==> config.mk <==
export PLATFORM = sky130hd
export DESIGN_NAME = steering_yaw_rate_pid
export DESIGN_NICKNAME = d
export VERILOG_FILES = /design/src/rtl/syrp_pkg.sv /design/src/rtl/steering_yaw_rate_pid.sv /design/src/rtl/syrp_ctrl.sv /design/src/rtl/syrp_datapath.sv
export SDC_FILE = /design/constraint.sdc
export NUM_CORES = 2
export LEC_CHECK = 0
export ABC_CLOCK_PERIOD_IN_PS = 10820
export BUFFER_PORTS_ARGS = -buffer_cell sky130_fd_sc_hd__buf_2
export CORE_MARGIN = 1
export CORE_UTILIZATION = 55
export DETAILED_ROUTE_END_ITERATION = 8
export GPL_TIMING_DRIVEN = 0
export PLACE_DENSITY = 0.87
export SLEW_MARGIN = 15
export SYNTH_ARGS = -nofsm -noshare
export SYNTH_HDL_FRONTEND = slang
export SYNTH_SLANG_ARGS = --single-unit
==> constraint.sdc <==
create_clock -name clk -period 10.82 [get_ports clk]
set_clock_uncertainty 0.15 [all_clocks]
set_input_delay 0 -clock clk [delete_from_list [all_inputs] [get_ports clk]]
set_output_delay 0 -clock clk [all_outputs]
set_load 0.005 [all_outputs]
==> src/rtl/syrp_pkg.sv <==
// Shared types and constants for the steering yaw-rate PID block.
// Holds register indexes, limits, controller states and the command/status bundles.
`default_nettype none

package syrp_pkg;

    localparam int CFG_IDX_W  = 3;
    localparam int CFG_DATA_W = 24;

    localparam logic [CFG_IDX_W-1:0] CFG_PROP_GAIN    = 3'd0;
    localparam logic [CFG_IDX_W-1:0] CFG_INTEG_GAIN   = 3'd1;
    localparam logic [CFG_IDX_W-1:0] CFG_DERIV_GAIN   = 3'd2;
    localparam logic [CFG_IDX_W-1:0] CFG_LATERAL_GAIN = 3'd3;
    localparam logic [CFG_IDX_W-1:0] CFG_CRUISE_SPEED = 3'd4;

    localparam int DIV_STEPS  = 24;
    localparam int DIV_CNT_W  = 5;
    localparam int CRUISE_MIN = 256;
    localparam int CRUISE_RST = 256;

    localparam int INTEG_LIMIT = 1200;
    localparam int OUT_LIMIT   = 144000;
    localparam int TURN_MAX    = 8388607;
    localparam int TURN_MIN    = -8388608;

    typedef enum logic [3:0] {
        ST_IDLE,
        ST_DIV,
        ST_MUL_SL,
        ST_MUL_TG,
        ST_MUL_P,
        ST_MUL_I,
        ST_MUL_D,
        ST_RET_D,
        ST_TOTAL,
        ST_OUT
    } state_t;

    typedef enum logic [2:0] {
        MUL_SCALE_LAT,
        MUL_TURN,
        MUL_PROP,
        MUL_INTEG,
        MUL_DERIV
    } mul_sel_t;

    typedef enum logic [2:0] {
        RET_NONE,
        RET_TURN,
        RET_PROP,
        RET_INTEG,
        RET_DERIV
    } ret_sel_t;

    typedef struct packed {
        logic     capture;
        logic     div_step;
        logic     mul_en;
        mul_sel_t mul_sel;
        ret_sel_t ret_sel;
        logic     integ_update;
        logic     prev_update;
        logic     acc_en;
        logic     total_en;
        logic     out_load;
    } cmd_t;

    typedef struct packed {
        logic div_last;
    } status_t;

endpackage

`default_nettype wire

==> src/rtl/steering_yaw_rate_pid.sv <==
// Steering yaw-rate PID top level: joins the sequencer and the datapath.
// Depends on syrp_pkg, syrp_ctrl and syrp_datapath.
//
// One request in gives one result out. Each accepted request is captured,
// run through the one-bit-per-cycle divider that forms speed_ratio, then
// through states in which a single shared 32x24 multiplier produces the turn
// target, P, I and D products in turn and the sum is clamped; the block is
// then ready for the next request, provided the result register is free.
// A finished result waits in its own output register, so the next request
// is taken while it waits; a result not yet taken by the time the following
// one finishes stalls the block. Configuration writes are always accepted
// and must only be issued while no request is in flight.
`default_nettype none

module steering_yaw_rate_pid (
    input  logic                                clk,
    input  logic                                rst_n,
    input  logic                                cfg_valid,
    output logic                                cfg_ready,
    input  logic [syrp_pkg::CFG_IDX_W-1:0]      cfg_index,
    input  logic [syrp_pkg::CFG_DATA_W-1:0]     cfg_data,
    input  logic                                in_valid,
    output logic                                in_ready,
    input  logic signed [15:0]                  lateral_error,
    input  logic        [15:0]                  speed_target,
    input  logic signed [15:0]                  yaw_rate,
    output logic                                out_valid,
    input  logic                                out_ready,
    output logic        [15:0]                  speed_ratio,
    output logic signed [23:0]                  turn_target,
    output logic signed [15:0]                  yaw_error,
    output logic signed [27:0]                  prop_term,
    output logic signed [28:0]                  deriv_term,
    output logic signed [18:0]                  turn_output
);
    import syrp_pkg::*;

    cmd_t    cmd;
    status_t stat;

    assign cfg_ready = 1'b1;

    syrp_ctrl u_ctrl (
        .clk       (clk),
        .rst_n     (rst_n),
        .in_valid  (in_valid),
        .in_ready  (in_ready),
        .out_valid (out_valid),
        .out_ready (out_ready),
        .stat      (stat),
        .cmd       (cmd)
    );

    syrp_datapath u_datapath (
        .clk           (clk),
        .rst_n         (rst_n),
        .cmd           (cmd),
        .stat          (stat),
        .cfg_we        (cfg_valid && cfg_ready),
        .cfg_index     (cfg_index),
        .cfg_data      (cfg_data),
        .lateral_error (lateral_error),
        .speed_target  (speed_target),
        .yaw_rate      (yaw_rate),
        .speed_ratio   (speed_ratio),
        .turn_target   (turn_target),
        .yaw_error     (yaw_error),
        .prop_term     (prop_term),
        .deriv_term    (deriv_term),
        .turn_output   (turn_output)
    );

    a_busy_after_accept: assert property (
        @(posedge clk) disable iff (!rst_n)
        (in_valid && in_ready) |=> !in_ready
    ) else $error("request accepted while previous one still in flight");

    a_no_result_overwrite: assert property (
        @(posedge clk) disable iff (!rst_n)
        cmd.out_load |-> (!out_valid || out_ready)
    ) else $error("result register loaded while holding an untaken result");

    a_load_shows_result: assert property (
        @(posedge clk) disable iff (!rst_n)
        cmd.out_load |=> out_valid
    ) else $error("loaded result not presented");

    a_output_clamped: assert property (
        @(posedge clk) disable iff (!rst_n)
        out_valid |-> ((turn_output <= 19'sd144000) && (turn_output >= -19'sd144000))
    ) else $error("turn output outside clamp range");

endmodule

`default_nettype wire

==> src/rtl/syrp_ctrl.sv <==
// Sequencer for the steering yaw-rate PID: walks the divider and the shared multiplier.
// Depends on syrp_pkg for states and the command/status bundles.
`default_nettype none

module syrp_ctrl (
    input  logic              clk,
    input  logic              rst_n,
    input  logic              in_valid,
    output logic              in_ready,
    output logic              out_valid,
    input  logic              out_ready,
    input  syrp_pkg::status_t stat,
    output syrp_pkg::cmd_t    cmd
);
    import syrp_pkg::*;

    state_t state_reg;
    state_t state_next;
    logic   out_valid_reg;
    logic   out_valid_next;
    logic   out_free;

    assign out_free = !out_valid_reg || out_ready;

    always_ff @(posedge clk or negedge rst_n)
    begin
        if (!rst_n)
        begin
            state_reg     <= ST_IDLE;
            out_valid_reg <= 1'b0;
        end
        else
        begin
            state_reg     <= state_next;
            out_valid_reg <= out_valid_next;
        end
    end

    always_comb
    begin
        state_next = state_reg;
        unique case (state_reg)
            ST_IDLE:
            begin
                if (in_valid)
                begin
                    state_next = ST_DIV;
                end
            end
            ST_DIV:
            begin
                if (stat.div_last)
                begin
                    state_next = ST_MUL_SL;
                end
            end
            ST_MUL_SL: state_next = ST_MUL_TG;
            ST_MUL_TG: state_next = ST_MUL_P;
            ST_MUL_P:  state_next = ST_MUL_I;
            ST_MUL_I:  state_next = ST_MUL_D;
            ST_MUL_D:  state_next = ST_RET_D;
            ST_RET_D:  state_next = ST_TOTAL;
            ST_TOTAL:  state_next = ST_OUT;
            ST_OUT:
            begin
                if (out_free)
                begin
                    state_next = ST_IDLE;
                end
            end
            default:   state_next = ST_IDLE;
        endcase
    end

    always_comb
    begin
        cmd          = '0;
        cmd.mul_sel  = MUL_SCALE_LAT;
        cmd.ret_sel  = RET_NONE;
        in_ready     = 1'b0;
        unique case (state_reg)
            ST_IDLE:
            begin
                in_ready    = 1'b1;
                cmd.capture = in_valid;
            end
            ST_DIV:
            begin
                cmd.div_step = 1'b1;
            end
            ST_MUL_SL:
            begin
                cmd.mul_en       = 1'b1;
                cmd.mul_sel      = MUL_SCALE_LAT;
                cmd.integ_update = 1'b1;
            end
            ST_MUL_TG:
            begin
                cmd.mul_en  = 1'b1;
                cmd.mul_sel = MUL_TURN;
            end
            ST_MUL_P:
            begin
                cmd.mul_en  = 1'b1;
                cmd.mul_sel = MUL_PROP;
                cmd.ret_sel = RET_TURN;
            end
            ST_MUL_I:
            begin
                cmd.mul_en  = 1'b1;
                cmd.mul_sel = MUL_INTEG;
                cmd.ret_sel = RET_PROP;
            end
            ST_MUL_D:
            begin
                cmd.mul_en  = 1'b1;
                cmd.mul_sel = MUL_DERIV;
                cmd.ret_sel = RET_INTEG;
            end
            ST_RET_D:
            begin
                cmd.ret_sel     = RET_DERIV;
                cmd.acc_en      = 1'b1;
                cmd.prev_update = 1'b1;
            end
            ST_TOTAL:
            begin
                cmd.total_en = 1'b1;
            end
            ST_OUT:
            begin
                cmd.out_load = out_free;
            end
            default:
            begin
                cmd = '0;
            end
        endcase
    end

    always_comb
    begin
        out_valid_next = out_valid_reg;
        if (cmd.out_load)
        begin
            out_valid_next = 1'b1;
        end
        else if (out_ready)
        begin
            out_valid_next = 1'b0;
        end
    end

    assign out_valid = out_valid_reg;

endmodule

`default_nettype wire

==> src/rtl/syrp_datapath.sv <==
// Datapath for the steering yaw-rate PID: config registers, radix-2 divider,
// shared 32x24 multiplier, PID state and result registers. Depends on syrp_pkg.
`default_nettype none

module syrp_datapath (
    input  logic                                clk,
    input  logic                                rst_n,
    input  syrp_pkg::cmd_t                      cmd,
    output syrp_pkg::status_t                   stat,
    input  logic                                cfg_we,
    input  logic [syrp_pkg::CFG_IDX_W-1:0]      cfg_index,
    input  logic [syrp_pkg::CFG_DATA_W-1:0]     cfg_data,
    input  logic signed [15:0]                  lateral_error,
    input  logic        [15:0]                  speed_target,
    input  logic signed [15:0]                  yaw_rate,
    output logic        [15:0]                  speed_ratio,
    output logic signed [23:0]                  turn_target,
    output logic signed [15:0]                  yaw_error,
    output logic signed [27:0]                  prop_term,
    output logic signed [28:0]                  deriv_term,
    output logic signed [18:0]                  turn_output
);
    import syrp_pkg::*;

    logic signed [15:0] prop_gain_reg;
    logic signed [15:0] integ_gain_reg;
    logic signed [15:0] deriv_gain_reg;
    logic signed [23:0] lateral_gain_reg;
    logic        [15:0] cruise_speed_reg;

    logic signed [15:0] lat_reg;
    logic signed [15:0] err_reg;
    logic        [15:0] rem_reg;
    logic        [23:0] quo_reg;
    logic [DIV_CNT_W-1:0] div_cnt_reg;
    logic signed [55:0] prod_reg;
    logic signed [23:0] turn_reg;
    logic signed [27:0] p_reg;
    logic signed [23:0] i_reg;
    logic signed [28:0] d_reg;
    logic signed [29:0] acc_reg;
    logic signed [18:0] total_reg;
    logic signed [11:0] integ_reg;
    logic signed [15:0] prev_reg;

    logic        [15:0] divisor;
    logic        [16:0] rem_shift;
    logic        [17:0] rem_diff;
    logic               q_bit;
    logic signed [15:0] err_in;
    logic signed [16:0] integ_sum;
    logic signed [11:0] integ_next;
    logic signed [16:0] diff;
    logic signed [31:0] mul_a;
    logic signed [23:0] mul_b;
    logic signed [55:0] mul_p;
    logic signed [55:0] bias;
    logic signed [55:0] rnd;
    logic signed [31:0] turn_q;
    logic signed [23:0] turn_sat;
    logic signed [30:0] total_sum;
    logic signed [18:0] total_sat;

    always_ff @(posedge clk or negedge rst_n)
    begin
        if (!rst_n)
        begin
            prop_gain_reg    <= '0;
            integ_gain_reg   <= '0;
            deriv_gain_reg   <= '0;
            lateral_gain_reg <= '0;
            cruise_speed_reg <= 16'(CRUISE_RST);
        end
        else if (cfg_we)
        begin
            unique case (cfg_index)
                CFG_PROP_GAIN:    prop_gain_reg    <= cfg_data[15:0];
                CFG_INTEG_GAIN:   integ_gain_reg   <= cfg_data[15:0];
                CFG_DERIV_GAIN:   deriv_gain_reg   <= cfg_data[15:0];
                CFG_LATERAL_GAIN: lateral_gain_reg <= cfg_data;
                CFG_CRUISE_SPEED: cruise_speed_reg <= cfg_data[15:0];
                default:          prop_gain_reg    <= prop_gain_reg;
            endcase
        end
    end

    assign divisor   = (cruise_speed_reg < 16'(CRUISE_MIN)) ? 16'(CRUISE_MIN)
                                                             : cruise_speed_reg;
    assign rem_shift = {rem_reg, quo_reg[23]};
    assign rem_diff  = {1'b0, rem_shift} - {2'b00, divisor};
    assign q_bit     = !rem_diff[17];

    assign stat.div_last = (div_cnt_reg == DIV_CNT_W'(DIV_STEPS - 1));

    assign err_in = (yaw_rate == 16'sh8000) ? 16'sh7FFF : -yaw_rate;

    assign integ_sum = 17'(err_reg) + 17'(integ_reg);
    always_comb
    begin
        priority if (integ_sum > 17'(INTEG_LIMIT))
        begin
            integ_next = 12'(INTEG_LIMIT);
        end
        else if (integ_sum < 17'(-INTEG_LIMIT))
        begin
            integ_next = 12'(-INTEG_LIMIT);
        end
        else
        begin
            integ_next = integ_sum[11:0];
        end
    end

    assign diff = 17'(err_reg) - 17'(prev_reg);

    always_comb
    begin
        unique case (cmd.mul_sel)
            MUL_SCALE_LAT:
            begin
                mul_a = 32'(lat_reg);
                mul_b = {8'h00, quo_reg[15:0]};
            end
            MUL_TURN:
            begin
                mul_a = prod_reg[31:0];
                mul_b = lateral_gain_reg;
            end
            MUL_PROP:
            begin
                mul_a = 32'(err_reg);
                mul_b = 24'(prop_gain_reg);
            end
            MUL_INTEG:
            begin
                mul_a = 32'(integ_reg);
                mul_b = 24'(integ_gain_reg);
            end
            MUL_DERIV:
            begin
                mul_a = 32'(diff);
                mul_b = 24'(deriv_gain_reg);
            end
            default:
            begin
                mul_a = '0;
                mul_b = '0;
            end
        endcase
    end

    assign mul_p = mul_a * mul_b;

    always_comb
    begin
        bias = '0;
        if (prod_reg[55])
        begin
            bias = (cmd.ret_sel == RET_TURN) ? 56'sh00_0000_00FF_FFFF : 56'sd15;
        end
    end

    assign rnd    = prod_reg + bias;
    assign turn_q = rnd[55:24];

    always_comb
    begin
        priority if (turn_q > 32'(TURN_MAX))
        begin
            turn_sat = 24'(TURN_MAX);
        end
        else if (turn_q < 32'(TURN_MIN))
        begin
            turn_sat = 24'(TURN_MIN);
        end
        else
        begin
            turn_sat = turn_q[23:0];
        end
    end

    assign total_sum = 31'(acc_reg) + 31'(d_reg);
    always_comb
    begin
        priority if (total_sum > 31'(OUT_LIMIT))
        begin
            total_sat = 19'(OUT_LIMIT);
        end
        else if (total_sum < 31'(-OUT_LIMIT))
        begin
            total_sat = 19'(-OUT_LIMIT);
        end
        else
        begin
            total_sat = total_sum[18:0];
        end
    end

    always_ff @(posedge clk or negedge rst_n)
    begin
        if (!rst_n)
        begin
            integ_reg <= '0;
            prev_reg  <= '0;
        end
        else
        begin
            if (cmd.integ_update)
            begin
                integ_reg <= integ_next;
            end
            if (cmd.prev_update)
            begin
                prev_reg <= err_reg;
            end
        end
    end

    always_ff @(posedge clk)
    begin
        if (cmd.capture)
        begin
            lat_reg <= lateral_error;
            err_reg <= err_in;
            rem_reg <= '0;
            quo_reg <= {speed_target, 8'h00};
        end
        else if (cmd.div_step)
        begin
            rem_reg <= q_bit ? rem_diff[15:0] : rem_shift[15:0];
            quo_reg <= {quo_reg[22:0], q_bit};
        end
        if (cmd.mul_en)
        begin
            prod_reg <= mul_p;
        end
        unique case (cmd.ret_sel)
            RET_TURN:  turn_reg <= turn_sat;
            RET_PROP:  p_reg    <= rnd[31:4];
            RET_INTEG: i_reg    <= rnd[27:4];
            RET_DERIV: d_reg    <= rnd[32:4];
            default:   turn_reg <= turn_reg;
        endcase
        if (cmd.acc_en)
        begin
            acc_reg <= 30'(turn_reg) + 30'(p_reg) + 30'(i_reg);
        end
        if (cmd.total_en)
        begin
            total_reg <= total_sat;
        end
        if (cmd.out_load)
        begin
            speed_ratio <= quo_reg[15:0];
            turn_target <= turn_reg;
            yaw_error   <= err_reg;
            prop_term   <= p_reg;
            deriv_term  <= d_reg;
            turn_output <= total_reg;
        end
    end

    always_ff @(posedge clk or negedge rst_n)
    begin
        if (!rst_n)
        begin
            div_cnt_reg <= '0;
        end
        else if (cmd.capture)
        begin
            div_cnt_reg <= '0;
        end
        else if (cmd.div_step)
        begin
            div_cnt_reg <= div_cnt_reg + DIV_CNT_W'(1);
        end
    end

endmodule

`default_nettype wire
# Word-level counts from Yosys, hierarchy flattened
# Index checks and enable logic that the tools add are counted.
# totals
register_bits	540
# classes
addsub	9
n_mul	1
order_cmp	7
eq_ne	26
muxes	29
n_reduce_logical	15
# ops
operator	n
$pmux W32 S5	1
$pmux W24 S5	1
$mux W24	4
$add A56 B56 Y56	1
$mul A32 B24 Y56	1
$mux W56	1
$pmux W4 S10	1
$gt A32 B24 Y1 const B	1
$lt A32 B24 Y1 const B	1
$mux W16	2
$add A30 B29 Y31	1
$gt A31 B19 Y1 const B	1
$lt A31 B19 Y1 const B	1
$add A29 B24 Y30	1
$add A24 B28 Y29	1
$mux W12	2
$pmux W4 S5	1
$mux W19	1
$eq A3 B2 Y1 const B	6
$sub A17 B16 Y18	1
$add A16 B12 Y17	1
$gt A17 B12 Y1 const B	1
$lt A17 B12 Y1 const B	1
$sub A16 B16 Y17	1
other kinds (26)	53

# Depth between registers and ports, before layout
# logic_depth
depth_word	8
mapped_depth	45
ltp_nobuf	44

# Modules after synthesis
# Synthesis repeated with hierarchy kept, for this count alone.
# hier_totals
cells_unflattened	5325
area_unflattened_um2	53993.0
# by_module_without_submodules
module	instances	cells_per_inst	area_each_um2	seq_area_each_um2
syrp_datapath	1	5276	53575.1	15220.8
syrp_ctrl	1	47	406.6	125.1
steering_yaw_rate_pid	1	2	11.3	0.0

# Least setup slack after synthesis
# OpenSTA, ideal clock, no wires.
# synth_timing
kind	flip-flop to flip-flop
start	register u_ctrl.state_reg[2]
end	register u_datapath.deriv_term[0] (enable)
setup_ps	812
arrival_time_ps	10352
required_ps	9858
path_slack_ps	-494
stages_incl_launch_ff	4
period_less_slack_ps	11314
cell_sequence	dfrtp_1 > clkbuf_1 > nand2b_1 > nor3b_1
# synth_lines
element	line_no	rtl
start, declared	syrp_ctrl.sv:17	state_t state_reg;
start signal, assigned	syrp_ctrl.sv:34	state_reg <= state_next;
end signal, assigned	syrp_datapath.sv:258	deriv_term <= d_reg;
end, declared	syrp_datapath.sv:20	output logic signed [28:0] deriv_term,

# Worst setup path in the final report
# layout_timing
start	register u_ctrl.state_reg[3]
end	register u_datapath.prod_reg[39], data pin
# layout_via
elab_chain_len	5
word_cells_on_any_way	14
classes_between	mul: 1; eq/ne: 9; mux: 3; reduce/logical: 1
# layout_lines
element	line_no	rtl
$eq A4 B3 Y1 / $eq A4 B2 Y1 (equally long branches)	syrp_ctrl.sv:81	unique case (state_reg)
$pmux W4 S5 *	syrp_ctrl.sv:81	
$eq A3 B3 Y1, or another cell as far along	syrp_datapath.sv:118	unique case (cmd.mul_sel)
$pmux W32 S5 / $pmux W24 S5 (equally long branches)	syrp_datapath.sv:118	
$mul A32 B24 Y56 *	syrp_datapath.sv:152	assign mul_p = mul_a * mul_b;
named net u_datapath.mul_p[39]	syrp_datapath.sv:56	logic signed [55:0] mul_p;
end signal, assigned	syrp_datapath.sv:235	prod_reg <= mul_p;
end, declared	syrp_datapath.sv:36	logic signed [55:0] prod_reg;
# Mark *: on every way through the listed nets, which the timed path passes. The rest lies on a longest branch.
# A chain may end at the register's enable or synchronous reset.

==> metrics.md <==
| Metric | Value |
|---|---|
| Max reg flops | 56 |
| Sink Count | 540 |
| Area of placed instances | 56490 sq um |
| DR vias | 43710 |
| Ports | 215 |
| Synth Area in Simple Gates | 0.1172 |
| Std cell rows | 113 |
| CTS tree | done |
| WL final | 189800 um |
| Met3 Usage GRT | 0.1282 |
| Ranking of synthesized cells by area | fa_1 31%, edfxtp_1 22%, inv_1 7.1%, ha_1 6.6%, dfrtp_1 5.9% |
| CTS Buffer Depth | 3 |
| Commonest non-fill, non-tap cell in the layout | inv_1 |
| Final core occ | 0.6495 |
| Setup WS post-layout | -455.3 ps |
| Clk slew on worst S/H paths | 60 ps |
| Grt ovf | 0 |
| Post-synth EDFFs | 390 |
| Wirelength per Cell | 26.57 um |
| Fmax | 88.69 MHz |
| Final instance area | 62080 sq um |
| Cell area after synthesis | 53320 sq um |
| Sequential standard cell area | 15350 sq um |
| Data required, critical path | 11070 ps |
| Worst slew pin tran | 1354 ps |
| Synth area leader | fa_1 |
| Vias per inst | 6.118 |
| Critical path fanouts, max | 10 |
| Async set-reset flop share out of synthesis | 0.2333 |
| RSZ-0062 raised after global routing | true |
| H-tree lvl count | 2 |
| Ys flop type | edfxtp_1 |
| Iter 0 DRT Violations | 5752 |
| Max Slew Vio Count | 0 |
| CORE AREA | 95580 sq um |
| Post-Synth Adder-Cell Area | 0.3723 |
| Worst path slowest cell | a21oi_1 |
| Relative slew slack | 0.09716 |
| Mux cell area share after synthesis | 0.02201 |
| Layout cells sized above 1 | 0.1365 |
| Vias in the first global route | 45770 |
| Hold WC Path Type | input pin to register |
| Cell variety after synth | 80 |
| Remaining DRCs | 0 |
| DIE AREA | 98190 sq um |
| Syn_area_per_cell | 10.12 sq um |
| Pin count of the biggest net entering global routing | 82 |
| Crit path DAT | 11520 ps |
| I/O Buffers | 213 |
| Post-layout min period | 11280 ps |
| Met2 Resource Use GR | 0.6102 |
| Yosys warns | 0 |
| Gr busiest metal | met2 |
| Yosys top cell area share | 0.3064 |
| XOR/XNOR Fraction of Synth Area | 0.02727 |
| Failing checks | setup timing |
| Starting Density | 0.5579 |
| Detailed placer's ending HPWL | 141900 um |
| Met1 GRT Util | 0.4758 |
| Final ANT Viol Nets | 0 |
| Antenna violations before repair | 17 |
| Most frequent cells in the layout | 992 x inv_1, 792 x fa_1, 663 x nand2_1 |
| Die Width | 313.4 um |
| Area Growth Syn to Fin | 16.43% |
| Fillers | 7116 |
| Total Routing Usage GR | 0.3907 |
| CP startpoint kind | register |
| Multi-input gate area | 34580 sq um |
| CP most frequent cell | buf_4 |
| Die H | 313.4 um |
| CTS root buf | clkbuf_16 |
| Sum of negative setup slack | -1933 ps |
| Seq cells post-synth | 540 |
| Nets | 6999 |
| Setup violators final | 8 |
| Max-cap violation count | 0 |
| WS Path Type | register to register |
| Final worst-path cycle share | 1.042 |
| Final hold viol count | 0 |
| CP Capture Type | register |
| CP peak stage delay | 1110 ps |
| Num CTS Buffers | 56 |
| RD Place Congestion | 1.063 |
| Detailed Routing Iterations Pass 1 | 9 |
| Register area share after synthesis | 0.2878 |
| Post-synthesis instance total | 5267 |
| Synth Area in Compound Gates | 0.08931 |
| Syn nets | 6444 |
| Pre-CTS setup slack | -3193 ps |
| Status | finished with violations |
| First-pass GRT wire length | 281000 um |
| Largest family of logic cells by synthesized area | adder cells |
| Worst skew pair latency | 670 ps |
## repair_timing
| action | CTS | global route |
|---|---|---|
| hold endpoints to repair | 278 | 0 |
| gates resized for setup | 256 | 119 |
| hold buffers | 139 | 0 |
| pin swaps | 66 | 64 |
| setup endpoints to repair | 36 | 20 |
| buffers inserted | 90 | 31 |
| gates cloned | 2 | 1 |
## worst paths after layout
path,startpoint,end,slack [ps],cells past startpoint
min in group asynchronous,rst_n,u_datapath.cruise_speed_reg[8],310,3
max,u_ctrl.state_reg[3],u_datapath.prod_reg[39],-460,37
min reg2reg,u_datapath.total_reg[3],u_datapath.turn_output[3],270,0
max reg2reg,u_ctrl.state_reg[3],u_datapath.prod_reg[39],-460,37
min,lateral_error[13],u_datapath.lat_reg[13],5,2
max in group asynchronous,rst_n,u_datapath.integ_reg[3],9730,4
## worst max-delay path: cells and delay by family (launching register included)
| family | cells | cell delay [ps] |
|---|---|---|
| xor+xnor | 1 | 100 |
| simple gates | 5 | 940 |
| flops | 1 | 380 |
| compound gates | 5 | 2060 |
| fa+ha+maj | 8 | 3740 |
| buf+inv | 18 | 3660 |
## layout make-up
type | count | area share
Multi-Input combinational cell | 3537 | 0.5570
Sequential cell | 540 | 0.2472
Timing Repair Buffer | 504 | 0.06294
Inverter | 1009 | 0.06111
Tap cell | 1265 | 0.02550
Clock buffer | 73 | 0.02392
Buffer | 174 | 0.01653
Clock inverter | 32 | 0.005381
Antenna cell | 10 | 0.0004031
## logic make-up (layout without fill, tap and decap cells)
group,Yosys count,count (layout)
flops,540,540
buf+inv,1190,1792
compound gates,707,707
simple gates,1459,1459
other cells,1,11
xor+xnor,166,166
fa+ha+maj,1097,1097
mux,107,107
## synthesized netlist by cell type (10+ instances only)
master / instances
nor2_1: 435
dfxtp_1: 24
and2_1: 33
o31ai_1: 16
a21boi_1: 11
a221oi_1: 17
ha_1: 281
a21boi_0: 23
nand4_1: 22
a21o_1: 82
o21a_1: 24
a22oi_1: 38
dfrtp_1: 125
a21oi_1: 148
mux2_2: 82
clkbuf_1: 166
nand2_1: 673
fa_1: 816
inv_1: 1009
nor2b_1: 39
nor4_1: 22
o211ai_1: 13
a31oi_1: 15
nand3_1: 80
xor2_1: 60
or3_1: 10
a311oi_1: 10
a22o_1: 28
a211oi_1: 22
o21ai_0: 150
xnor2_1: 106
nor3_1: 60
mux2i_1: 25
and3_1: 23
a221o_1: 12
nand2b_1: 33
edfxtp_1: 390
o21bai_1: 20
## stage by stage
stage	std cells	hold slack, ps
5_1_grt	7140	19.47
2_1_floorplan	5267	-445.6
3_3_place_gp	6745	28.36
6_report	7144	4.855
3_5_place_dp	6773	-188.1
4_1_cts	7103	6.310
## layer usage
| metal | up-vias | wire length (um) |
|---|---|---|
| li1 | 17990 | - |
| met1 | 21610 | 65560 |
| met2 | 3171 | 85040 |
| met3 | 928 | 24890 |
| met4 | 6 | 14310 |
| met5 | - | 39 |
Power is not shown: default switching activity piles up to over one toggle a cycle in this logic, so the estimate is an artifact.
